## config.mk

```make
export PLATFORM = sky130hd
export DESIGN_NAME = islip_crossbar_matcher
export DESIGN_NICKNAME = d
export VERILOG_FILES = /design/src/design/icm_pkg.sv /design/src/design/islip_crossbar_matcher.sv /design/src/design/icm_rr_arb.sv /design/src/design/icm_match_core.sv
export SDC_FILE = /design/constraint.sdc
export NUM_CORES = 1
export LEC_CHECK = 0
export BUFFER_PORTS_ARGS = -buffer_cell sky130_fd_sc_hd__buf_2
export CELL_PAD_IN_SITES_DETAIL_PLACEMENT = 1
export CELL_PAD_IN_SITES_GLOBAL_PLACEMENT = 1
export CORE_MARGIN = 10
export CORE_UTILIZATION = 40
export CTS_CLUSTER_SIZE = 10
export DETAILED_ROUTE_END_ITERATION = 16
export GPL_TIMING_DRIVEN = 0
export HOLD_SLACK_MARGIN = 0.1
export PLACE_DENSITY_LB_ADDON = 0.25
export SLEW_MARGIN = 15
export SYNTH_ARGS = -nofsm -noshare
export SYNTH_HDL_FRONTEND = slang
export SYNTH_HIERARCHICAL = 1
export SYNTH_SLANG_ARGS = --single-unit
```

## constraint.sdc

```tcl
create_clock -name clk_i -period 5.3 [get_ports clk_i]
set_clock_uncertainty 0.05 [all_clocks]
set_input_delay 1.06 -clock clk_i [delete_from_list [all_inputs] [get_ports clk_i]]
set_output_delay 1.06 -clock clk_i [all_outputs]
set_load 0.05 [all_outputs]
```

## src/design/icm_pkg.sv

```systemverilog
// Package for the iSLIP crossbar matcher: port count, field widths,
// request and match structs, pointer wrap function. No dependencies.
package icm_pkg;

  localparam int PORTS        = 8;
  localparam int IDX_W        = (PORTS > 1) ? $clog2(PORTS) : 1;
  localparam int VALID_W      = 8;
  localparam int DEST_W       = 3;
  localparam int DEST_FIELD_W = VALID_W * DEST_W;

  typedef logic [IDX_W-1:0] idx_t;

  typedef struct packed {
    logic [PORTS-1:0]             valid;
    logic [PORTS-1:0][DEST_W-1:0] dest;
  } req_t;

  typedef struct packed {
    logic [PORTS-1:0] served;
    logic [PORTS-1:0] matched;
    idx_t [PORTS-1:0] source;
  } match_t;

  function automatic idx_t wrap_next(idx_t x);
    return (x == idx_t'(PORTS - 1)) ? '0 : x + idx_t'(1);
  endfunction

endpackage

```

## src/design/islip_crossbar_matcher.sv

```systemverilog
// Top level of the iSLIP crossbar matcher: input register, match core,
// result register and handshake. Depends on icm_pkg and icm_match_core.
//
//   channel  direction  handshake               payload
//   in       input      in_valid_i/in_ready_o   request_valid_i, request_dest_i
//   out      output     out_valid_o/out_ready_i input_served_o, output_matched_o,
//                                               output_source_o
//
// One transfer per cycle sustained unless the result stalls; path to result
// valid: input register, one pass of grant and accept arbiters, result
// register. Grant pointers update with each result, so back-to-back items see
// the previous item's pointers. Reset clears both valids and all pointers to
// zero. A stalled result holds; one more item waits in the input register.
module islip_crossbar_matcher (
  input  logic                                clk_i,
  input  logic                                rst_ni,
  input  logic                                in_valid_i,
  output logic                                in_ready_o,
  input  logic [icm_pkg::VALID_W-1:0]         request_valid_i,
  input  logic [icm_pkg::DEST_FIELD_W-1:0]    request_dest_i,
  output logic                                out_valid_o,
  input  logic                                out_ready_i,
  output logic [icm_pkg::VALID_W-1:0]         input_served_o,
  output logic [icm_pkg::VALID_W-1:0]         output_matched_o,
  output logic [icm_pkg::DEST_FIELD_W-1:0]    output_source_o
);

  logic                             in_valid_q, in_valid_d;
  logic [icm_pkg::VALID_W-1:0]      req_valid_q;
  logic [icm_pkg::DEST_FIELD_W-1:0] req_dest_q;
  logic                             out_valid_q, out_valid_d;
  logic [icm_pkg::VALID_W-1:0]      served_q, served_d;
  logic [icm_pkg::VALID_W-1:0]      matched_q, matched_d;
  logic [icm_pkg::DEST_FIELD_W-1:0] source_q, source_d;

  logic            advance;
  logic            in_xfer;
  icm_pkg::req_t   req;
  icm_pkg::match_t match;

  assign advance    = in_valid_q && (!out_valid_q || out_ready_i);
  assign in_ready_o = !in_valid_q || advance;
  assign in_xfer    = in_valid_i && in_ready_o;

  for (genvar p = 0; p < icm_pkg::PORTS; p++) begin : g_req
    if (p < icm_pkg::VALID_W) begin : g_in
      assign req.valid[p] = req_valid_q[p];
      assign req.dest[p]  = req_dest_q[p*icm_pkg::DEST_W +: icm_pkg::DEST_W];
    end else begin : g_none
      assign req.valid[p] = 1'b0;
      assign req.dest[p]  = '0;
    end
  end

  icm_match_core u_core (
    .clk_i     (clk_i),
    .rst_ni    (rst_ni),
    .advance_i (advance),
    .req_i     (req),
    .match_o   (match)
  );

  for (genvar k = 0; k < icm_pkg::VALID_W; k++) begin : g_res
    if (k < icm_pkg::PORTS) begin : g_port
      assign served_d[k]  = match.served[k];
      assign matched_d[k] = match.matched[k];
      assign source_d[k*icm_pkg::DEST_W +: icm_pkg::DEST_W] =
        icm_pkg::DEST_W'(match.source[k]);
    end else begin : g_pad
      assign served_d[k]  = 1'b0;
      assign matched_d[k] = 1'b0;
      assign source_d[k*icm_pkg::DEST_W +: icm_pkg::DEST_W] = '0;
    end
  end

  always_comb begin
    in_valid_d = in_valid_q;
    if (in_xfer) begin
      in_valid_d = 1'b1;
    end else if (advance) begin
      in_valid_d = 1'b0;
    end
    out_valid_d = out_valid_q;
    if (advance) begin
      out_valid_d = 1'b1;
    end else if (out_ready_i) begin
      out_valid_d = 1'b0;
    end
  end

  always_ff @(posedge clk_i or negedge rst_ni) begin
    if (!rst_ni) begin
      in_valid_q  <= 1'b0;
      out_valid_q <= 1'b0;
    end else begin
      in_valid_q  <= in_valid_d;
      out_valid_q <= out_valid_d;
    end
  end

  always_ff @(posedge clk_i) begin
    if (in_xfer) begin
      req_valid_q <= request_valid_i;
      req_dest_q  <= request_dest_i;
    end
    if (advance) begin
      served_q  <= served_d;
      matched_q <= matched_d;
      source_q  <= source_d;
    end
  end

  assign out_valid_o      = out_valid_q;
  assign input_served_o   = served_q;
  assign output_matched_o = matched_q;
  assign output_source_o  = source_q;

  a_match_count : assert property (@(posedge clk_i) disable iff (!rst_ni)
    out_valid_q |-> ($countones(served_q) == $countones(matched_q)))
    else $error("served inputs and matched outputs differ in count");

  a_served_requested : assert property (@(posedge clk_i) disable iff (!rst_ni)
    advance |=> ((served_q & ~$past(req_valid_q)) == '0))
    else $error("input served without a request");

  a_ready_when_empty : assert property (@(posedge clk_i) disable iff (!rst_ni)
    !in_valid_q |-> in_ready_o)
    else $error("input not ready with empty input register");

endmodule

```

## src/design/icm_rr_arb.sv

```systemverilog
// Round-robin programmable priority arbiter over PORTS requesters.
// Depends on icm_pkg.
module icm_rr_arb (
  input  logic [icm_pkg::PORTS-1:0] req_i,
  input  icm_pkg::idx_t             ptr_i,
  output logic [icm_pkg::PORTS-1:0] gnt_o,
  output logic                      any_o,
  output icm_pkg::idx_t             idx_o
);

  always_comb begin
    logic [icm_pkg::PORTS-1:0] upper;
    upper = '0;
    for (int k = 0; k < icm_pkg::PORTS; k++) begin
      upper[k] = req_i[k] && (k >= int'(ptr_i));
    end
    idx_o = '0;
    for (int k = icm_pkg::PORTS - 1; k >= 0; k--) begin
      if (req_i[k]) begin
        idx_o = icm_pkg::idx_t'(k);
      end
    end
    // requests at or after the pointer win over the wrapped ones
    for (int k = icm_pkg::PORTS - 1; k >= 0; k--) begin
      if (upper[k]) begin
        idx_o = icm_pkg::idx_t'(k);
      end
    end
    any_o = |req_i;
    gnt_o = '0;
    if (any_o) begin
      gnt_o[idx_o] = 1'b1;
    end
  end

endmodule

```

## src/design/icm_match_core.sv

```systemverilog
// Grant and accept arbiter arrays with grant and accept pointer registers.
// Depends on icm_pkg and icm_rr_arb.
module icm_match_core (
  input  logic             clk_i,
  input  logic             rst_ni,
  input  logic             advance_i,
  input  icm_pkg::req_t    req_i,
  output icm_pkg::match_t  match_o
);

  icm_pkg::idx_t [icm_pkg::PORTS-1:0] grant_ptr_q, grant_ptr_d;
  icm_pkg::idx_t [icm_pkg::PORTS-1:0] accept_ptr_q, accept_ptr_d;

  logic [icm_pkg::PORTS-1:0][icm_pkg::PORTS-1:0] grant_req;
  logic [icm_pkg::PORTS-1:0][icm_pkg::PORTS-1:0] grant_vec;
  logic [icm_pkg::PORTS-1:0]                     grant_any;
  icm_pkg::idx_t [icm_pkg::PORTS-1:0]            grant_idx;

  logic [icm_pkg::PORTS-1:0][icm_pkg::PORTS-1:0] offer;
  logic [icm_pkg::PORTS-1:0][icm_pkg::PORTS-1:0] accept_vec;
  logic [icm_pkg::PORTS-1:0]                     accept_any;
  icm_pkg::idx_t [icm_pkg::PORTS-1:0]            accept_idx;

  always_comb begin
    for (int o = 0; o < icm_pkg::PORTS; o++) begin
      for (int i = 0; i < icm_pkg::PORTS; i++) begin
        grant_req[o][i] = req_i.valid[i] && (int'(req_i.dest[i]) == o);
        offer[i][o]     = grant_vec[o][i];
      end
    end
  end

  for (genvar g = 0; g < icm_pkg::PORTS; g++) begin : g_arb
    icm_rr_arb u_grant (
      .req_i (grant_req[g]),
      .ptr_i (grant_ptr_q[g]),
      .gnt_o (grant_vec[g]),
      .any_o (grant_any[g]),
      .idx_o (grant_idx[g])
    );

    icm_rr_arb u_accept (
      .req_i (offer[g]),
      .ptr_i (accept_ptr_q[g]),
      .gnt_o (accept_vec[g]),
      .any_o (accept_any[g]),
      .idx_o (accept_idx[g])
    );
  end

  always_comb begin
    logic col;
    match_o.served = accept_any;
    for (int o = 0; o < icm_pkg::PORTS; o++) begin
      col = 1'b0;
      for (int i = 0; i < icm_pkg::PORTS; i++) begin
        col = col | accept_vec[i][o];
      end
      match_o.matched[o] = grant_any[o] && col;
      match_o.source[o]  = match_o.matched[o] ? grant_idx[o] : '0;
    end
  end

  always_comb begin
    grant_ptr_d  = grant_ptr_q;
    accept_ptr_d = accept_ptr_q;
    for (int k = 0; k < icm_pkg::PORTS; k++) begin
      if (accept_any[k]) begin
        accept_ptr_d[k] = icm_pkg::wrap_next(accept_idx[k]);
      end
      if (match_o.matched[k]) begin
        grant_ptr_d[k] = icm_pkg::wrap_next(grant_idx[k]);
      end
    end
  end

  always_ff @(posedge clk_i or negedge rst_ni) begin
    if (!rst_ni) begin
      grant_ptr_q  <= '0;
      accept_ptr_q <= '0;
    end else if (advance_i) begin
      grant_ptr_q  <= grant_ptr_d;
      accept_ptr_q <= accept_ptr_d;
    end
  end

endmodule
```

* After elaboration in Yosys (flattened, before gate mapping)
Index checks and enable logic that the tools add are counted.
** Word-level totals
- Bits in registers :: 122
- Latch bits :: 0
- RAM bits :: 0
- Bits in read-only memories :: 0
- Input port bits :: 36
- Output and inout port bits :: 42
- Word-level logic and storage cells :: 874
- Memories :: 0
** Cells by class
- Add/subtract/negate cells :: 16
- Multiply operators :: 0
- Divide/modulo/power cells :: 0
- Order comparisons :: 144
- Eq/ne operators :: 72
- Shift operators :: 0
- Multiplexer cells :: 308
- Bitwise logic cells :: 56
- Reductions and logical operators :: 248
** Operator list (number)
- 2-to-1 mux 3 bit :: 256
- logical AND 1 bit :: 202
- == test 3 bit (second input constant) :: 48
- greater-or-equal comparator 3 bit (first input constant) :: 48
- 2-to-1 mux 8 bit :: 16
- OR reduction 8 bit :: 16
- greater-or-equal comparator 1 x 3 -> 1 bit (first input constant) :: 32
- greater-or-equal comparator 2 x 3 -> 1 bit (first input constant) :: 32
- less-than comparator 3 x 4 -> 1 bit (second input constant) :: 16
- OR 1 bit :: 56
- adder 3 x 1 -> 3 bit (second input constant) :: 16
- demux 1 bit (select 3 bit) :: 16
- == test 3 x 2 -> 1 bit (second input constant) :: 16
- greater-or-equal comparator 3 x 1 -> 1 bit (second input constant) :: 16
- AND reduction 2 bit :: 16
- == test 3 x 1 -> 1 bit (second input constant) :: 8
- zero test 3 bit :: 8
- 2-to-1 mux 1 bit :: 20
- nonzero test 2 bit :: 2
- zero test 1 bit :: 2
- logical OR 1 bit :: 2

* Depth between registers and ports, before layout
- Word-level depth :: 51
- Mapped depth :: 16
- Mapped depth without buffers :: 16

* Modules after synthesis
Netlist, hierarchy kept.
** Modules (own cells, without submodules)
- icm_rr_arb :: times used 16, cells each 63, area an instance 452.9 µm², sequential area each 0.0 µm²
- icm_match_core :: times used 1, cells each 325, area an instance 3295.7 µm², sequential area each 1201.2 µm²
- islip_crossbar_matcher :: times used 1, cells each 80, area an instance 2265.9 µm², sequential area each 2212.1 µm²

* Least setup slack after synthesis
OpenSTA, ideal clock, no wires.
- Path kind :: reg2reg
- From :: register req_dest_q[10] in the netlist's numbering
- To :: register u_core/grant_ptr_q[15] in the netlist's numbering
- Setup time :: 0.128 ns
- Data arrival time :: 3.707 ns
- Data required time :: 5.122 ns
- Setup slack :: 1.415 ns
- Stages on the path, launching flop included :: 14
- Buffers on the path :: 0
- Period minus slack after synthesis :: 3.885 ns
- Path through :: edfxtp_1 nand2b_1 nor3_1 o21bai_1 a221oi_1 o221a_2 nor3_1 inv_1 a221oi_1 o221a_2 nor3_1 nor4_2 a21oi_2 mux2_1
** RTL lines
- from (decl) :: line islip_crossbar_matcher.sv:30 : logic [icm_pkg::DEST_FIELD_W-1:0] req_dest_q;
- from (signal assigned) :: line islip_crossbar_matcher.sv:104 : req_dest_q <= request_dest_i;
- to (signal assigned) :: line icm_match_core.sv:82 : grant_ptr_q <= grant_ptr_d;
- to (decl) :: line icm_match_core.sv:11 : icm_pkg::idx_t [icm_pkg::PORTS-1:0] grant_ptr_q, grant_ptr_d;

==> results.json <==
{
  "hold_violations": 0,
  "setup.worst_path.start_class": "flop",
  "grt_overflow": 0,
  "cts.sink_count": 122,
  "worst_ir_drop_vdd_mv": 0.266,
  "netlist_area_sq_mm": 0.0128,
  "dominant_synthesized_flop_cell": "edfxtp_1",
  "min-delay-path-class": "in -> async",
  "dr.pass1.iters": 5,
  "run_status": "complete, no violations",
  "setup.worst_path.end_class": "flop",
  "synth_warnings": 6,
  "synth_area_per_cell_sq_um": 9.06,
  "final_layout_size_suffix_gt1_frac": 0.278,
  "synth_seq_cells": 122,
  "floorplan.die.width_um": 199,
  "critPathKind": "reg -> reg",
  "cts.htree.levels": 4,
  "core.rowCount": 65,
  "initial_antenna_violation_count": 0,
  "synthCells": 1413,
  "postSynthNetCount": 1481,
  "period_share": 0.972,
  "max_freq_mhz": 194,
  "synth_edf_count": 72,
  "critical_path_at_ps": 5300,
  "tritoncts_buffer_count": 17,
  "synth_seq_area_share": 0.266,
  "worstMarginPinSlew_ps": 1250,
  "first_global_vias": 11968,
  "worstSkewPairLatency_ps": 440,
  "rr_worst_depth": 15,
  "clk_pin_slew_worst_paths_ps": 60,
  "placedInstanceArea_sq_mm": 0.0138,
  "wire_per_inst_um": 22.9,
  "place_congestion": 0.927,
  "detailroute.via_count": 11775,
  "avgViaCountPerCell": 6.11,
  "reported_max_cap_violation_count": 0,
  "min_clock_period_post_route_ps": 5150,
  "detailedPlacementHpwl_mm": 35.0,
  "ys_top_cells_by_area": "edfxtp_1 (17%), dfrtp_1 (9.8%), nor2_1 (5.4%), nor4_4 (4.3%), a21oi_1 (3.8%)",
  "place_inst": 1896,
  "floorplan.core_area_sq_mm": 0.0316,
  "yosys.cell_count.top_type": "nor2_1",
  "finalSetupViolations": 0,
  "unrepaired_setup_endpoints_after_global_routing": "false",
  "crit_path_max_fanout": 8,
  "layout.filler_cells": 3705,
  "postRouteWirelength_mm": 44.2,
  "yosysTopAreaCellShare": 0.169,
  "postLayoutCellArea_sq_mm": 0.0146,
  "port_buffers": 77,
  "relSlewSlack": 0.161,
  "initialDrtViolationCount": 685,
  "ant_nets_after_route": 0,
  "initial_utilization": 0.406,
  "worst_ep_required_time_ps": 5440,
  "synth.top_cells.by_count": "nor2_1 (184), a21oi_1 (96), inv_1 (96)",
  "finalNetCount": 1581,
  "stdcell_count": 1928,
  "drc": 0,
  "hold_ws_ps": 376,
  "p_leak_nw": 5.48,
  "die_area_sq_mm": 0.0396,
  "global_route.usage.met2": 0.374,
  "maxSlewViolCount": 0,
  "clock-root-buffer": "clkbuf_16",
  "global_route.peak_usage_layer": "met2",
  "grt_util_met1": 0.280,
  "syn2layout_area_growth_pct": 13.8,
  "antenna-diode-count": 0,
  "ys_types": 51,
  "track_usage": 0.223,
  "dieHeight_um": 199,
  "pin_count_of_the_biggest_net_entering_global_routing": 47,
  "grtUsageMet3": 0.0463,
  "boundaryPins": 78,
  "yosys.area.top_type": "edfxtp_1",
  "cts.path.max_buffers": 2,
  "synth-async-reset-ratio": 0.410,
  "power-per-cell-area_mw_per_mm2": 447,
  "grt_pass1_wl_mm": 68.5,
  "clock_tree_from_tritoncts": "built"
}
power by group:
part / leakage [nW] / total [mW] / switching, mW / internal, mW
Clock: 0.273 / 1.17 / 0.481 / 0.692
Sequential: 1.32 / 1.61 / 0.315 / 1.29
Combinational: 3.89 / 3.73 / 2.26 / 1.46
Total: 5.48 / 6.51 / 3.06 / 3.45
routing by layer:
metal  part of all wire  vias up
li1                   -     5551
met1               0.44     5975
met2               0.48      198
met3              0.050       51
met4              0.028        0
met5                  0        -
layout by cell type (no fill, tap or decap), types with 37 or more instances in the layout:
cell type,n
dfrtp_1,50
a21oi_2,50
nand2b_1,76
a21oi_1,84
nor3_1,39
nor2_1,181
inv_1,96
nor3_2,37
edfxtp_1,72
buf_2,76
nand2_1,73
cell families after synthesis:
family / synth area share
and+or+nand+nor: 0.291
AOI/OAI and AO/OA: 0.300
buffers and inverters: 0.0527
DFF: 0.266
muxes: 0.0468
adders and majority gates: 0.0438
sequential cells by signal, summed over array words and instances (netlist names):
signal / count
req_valid_q: 8
req_dest_q: 24
u_core/grant_ptr_q: 24
in_valid_q: 1
output_matched_o: 8
out_valid_o: 1
input_served_o: 8
u_core/accept_ptr_q: 24
output_source_o: 24
through the flow:
step | power, mW | setup TNS [ps] | worst slack, ps | utilization
4_1_cts | 6.49 | 0 | 8.22 | 0.456
3_3_place_gp | 5.13 | -11380 | -467 | 0.434
5_1_grt | 6.95 | 0 | 8.74 | 0.462
6_report | 6.51 | 0 | 147 | 0.462
3_5_place_dp | 5.27 | -3110 | -291 | 0.437
2_1_floorplan | 4.31 | 0 | 1420 | -
critical path, stage by stage (launching register included):
cell,delay (ps)
edfxtp_1,450
nand2b_1,200
nor2_1,560
or4_1,260
o21ai_1,120
a211oi_2,420
nand2_1,220
a21oi_4,360
inv_1,80
maj3_1,360
a21oi_1,280
o221a_2,320
nor3_2,70
nor4_2,620
a21boi_1,280
and2_1,240
area by class of cell:
class                   count  area (sq um)  share of cell area
repair buffers             81           450              0.0309
well taps                 402           503              0.0345
clock buffers              18           429              0.0295
multi-input cells        1161          8960               0.615
plain buffers              34           315              0.0216
flip-flops and latches    122          3410               0.234
clock inverters            14           144             0.00987
inverters                  96           360              0.0247
repair_timing:
item                       in CTS  in global routing
setup buffers                   0                  0
gates resized for setup         9                 33
setup endpoints to repair      36                 45
gates cloned                    0                  0
hold buffers                    0                  0
worst paths after layout:
| check | start | slack [ps] | end |
|---|---|---|---|
| hold / removal | rst_ni | 380 | u_core/grant_ptr_q[0] |
| setup reg to reg | req_dest_q[21] | 150 | output_source_o[4] |
| hold reg to reg | u_core/accept_ptr_q[22] | 460 | u_core/accept_ptr_q[22] |
| setup / recovery | req_dest_q[21] | 150 | output_source_o[4] |
| max in group asynchronous | rst_ni | 4330 | out_valid_o |
| min in group clk_i | u_core/accept_ptr_q[22] | 460 | u_core/accept_ptr_q[22] |
No activity file was read; power rests on OpenSTA's default activity.
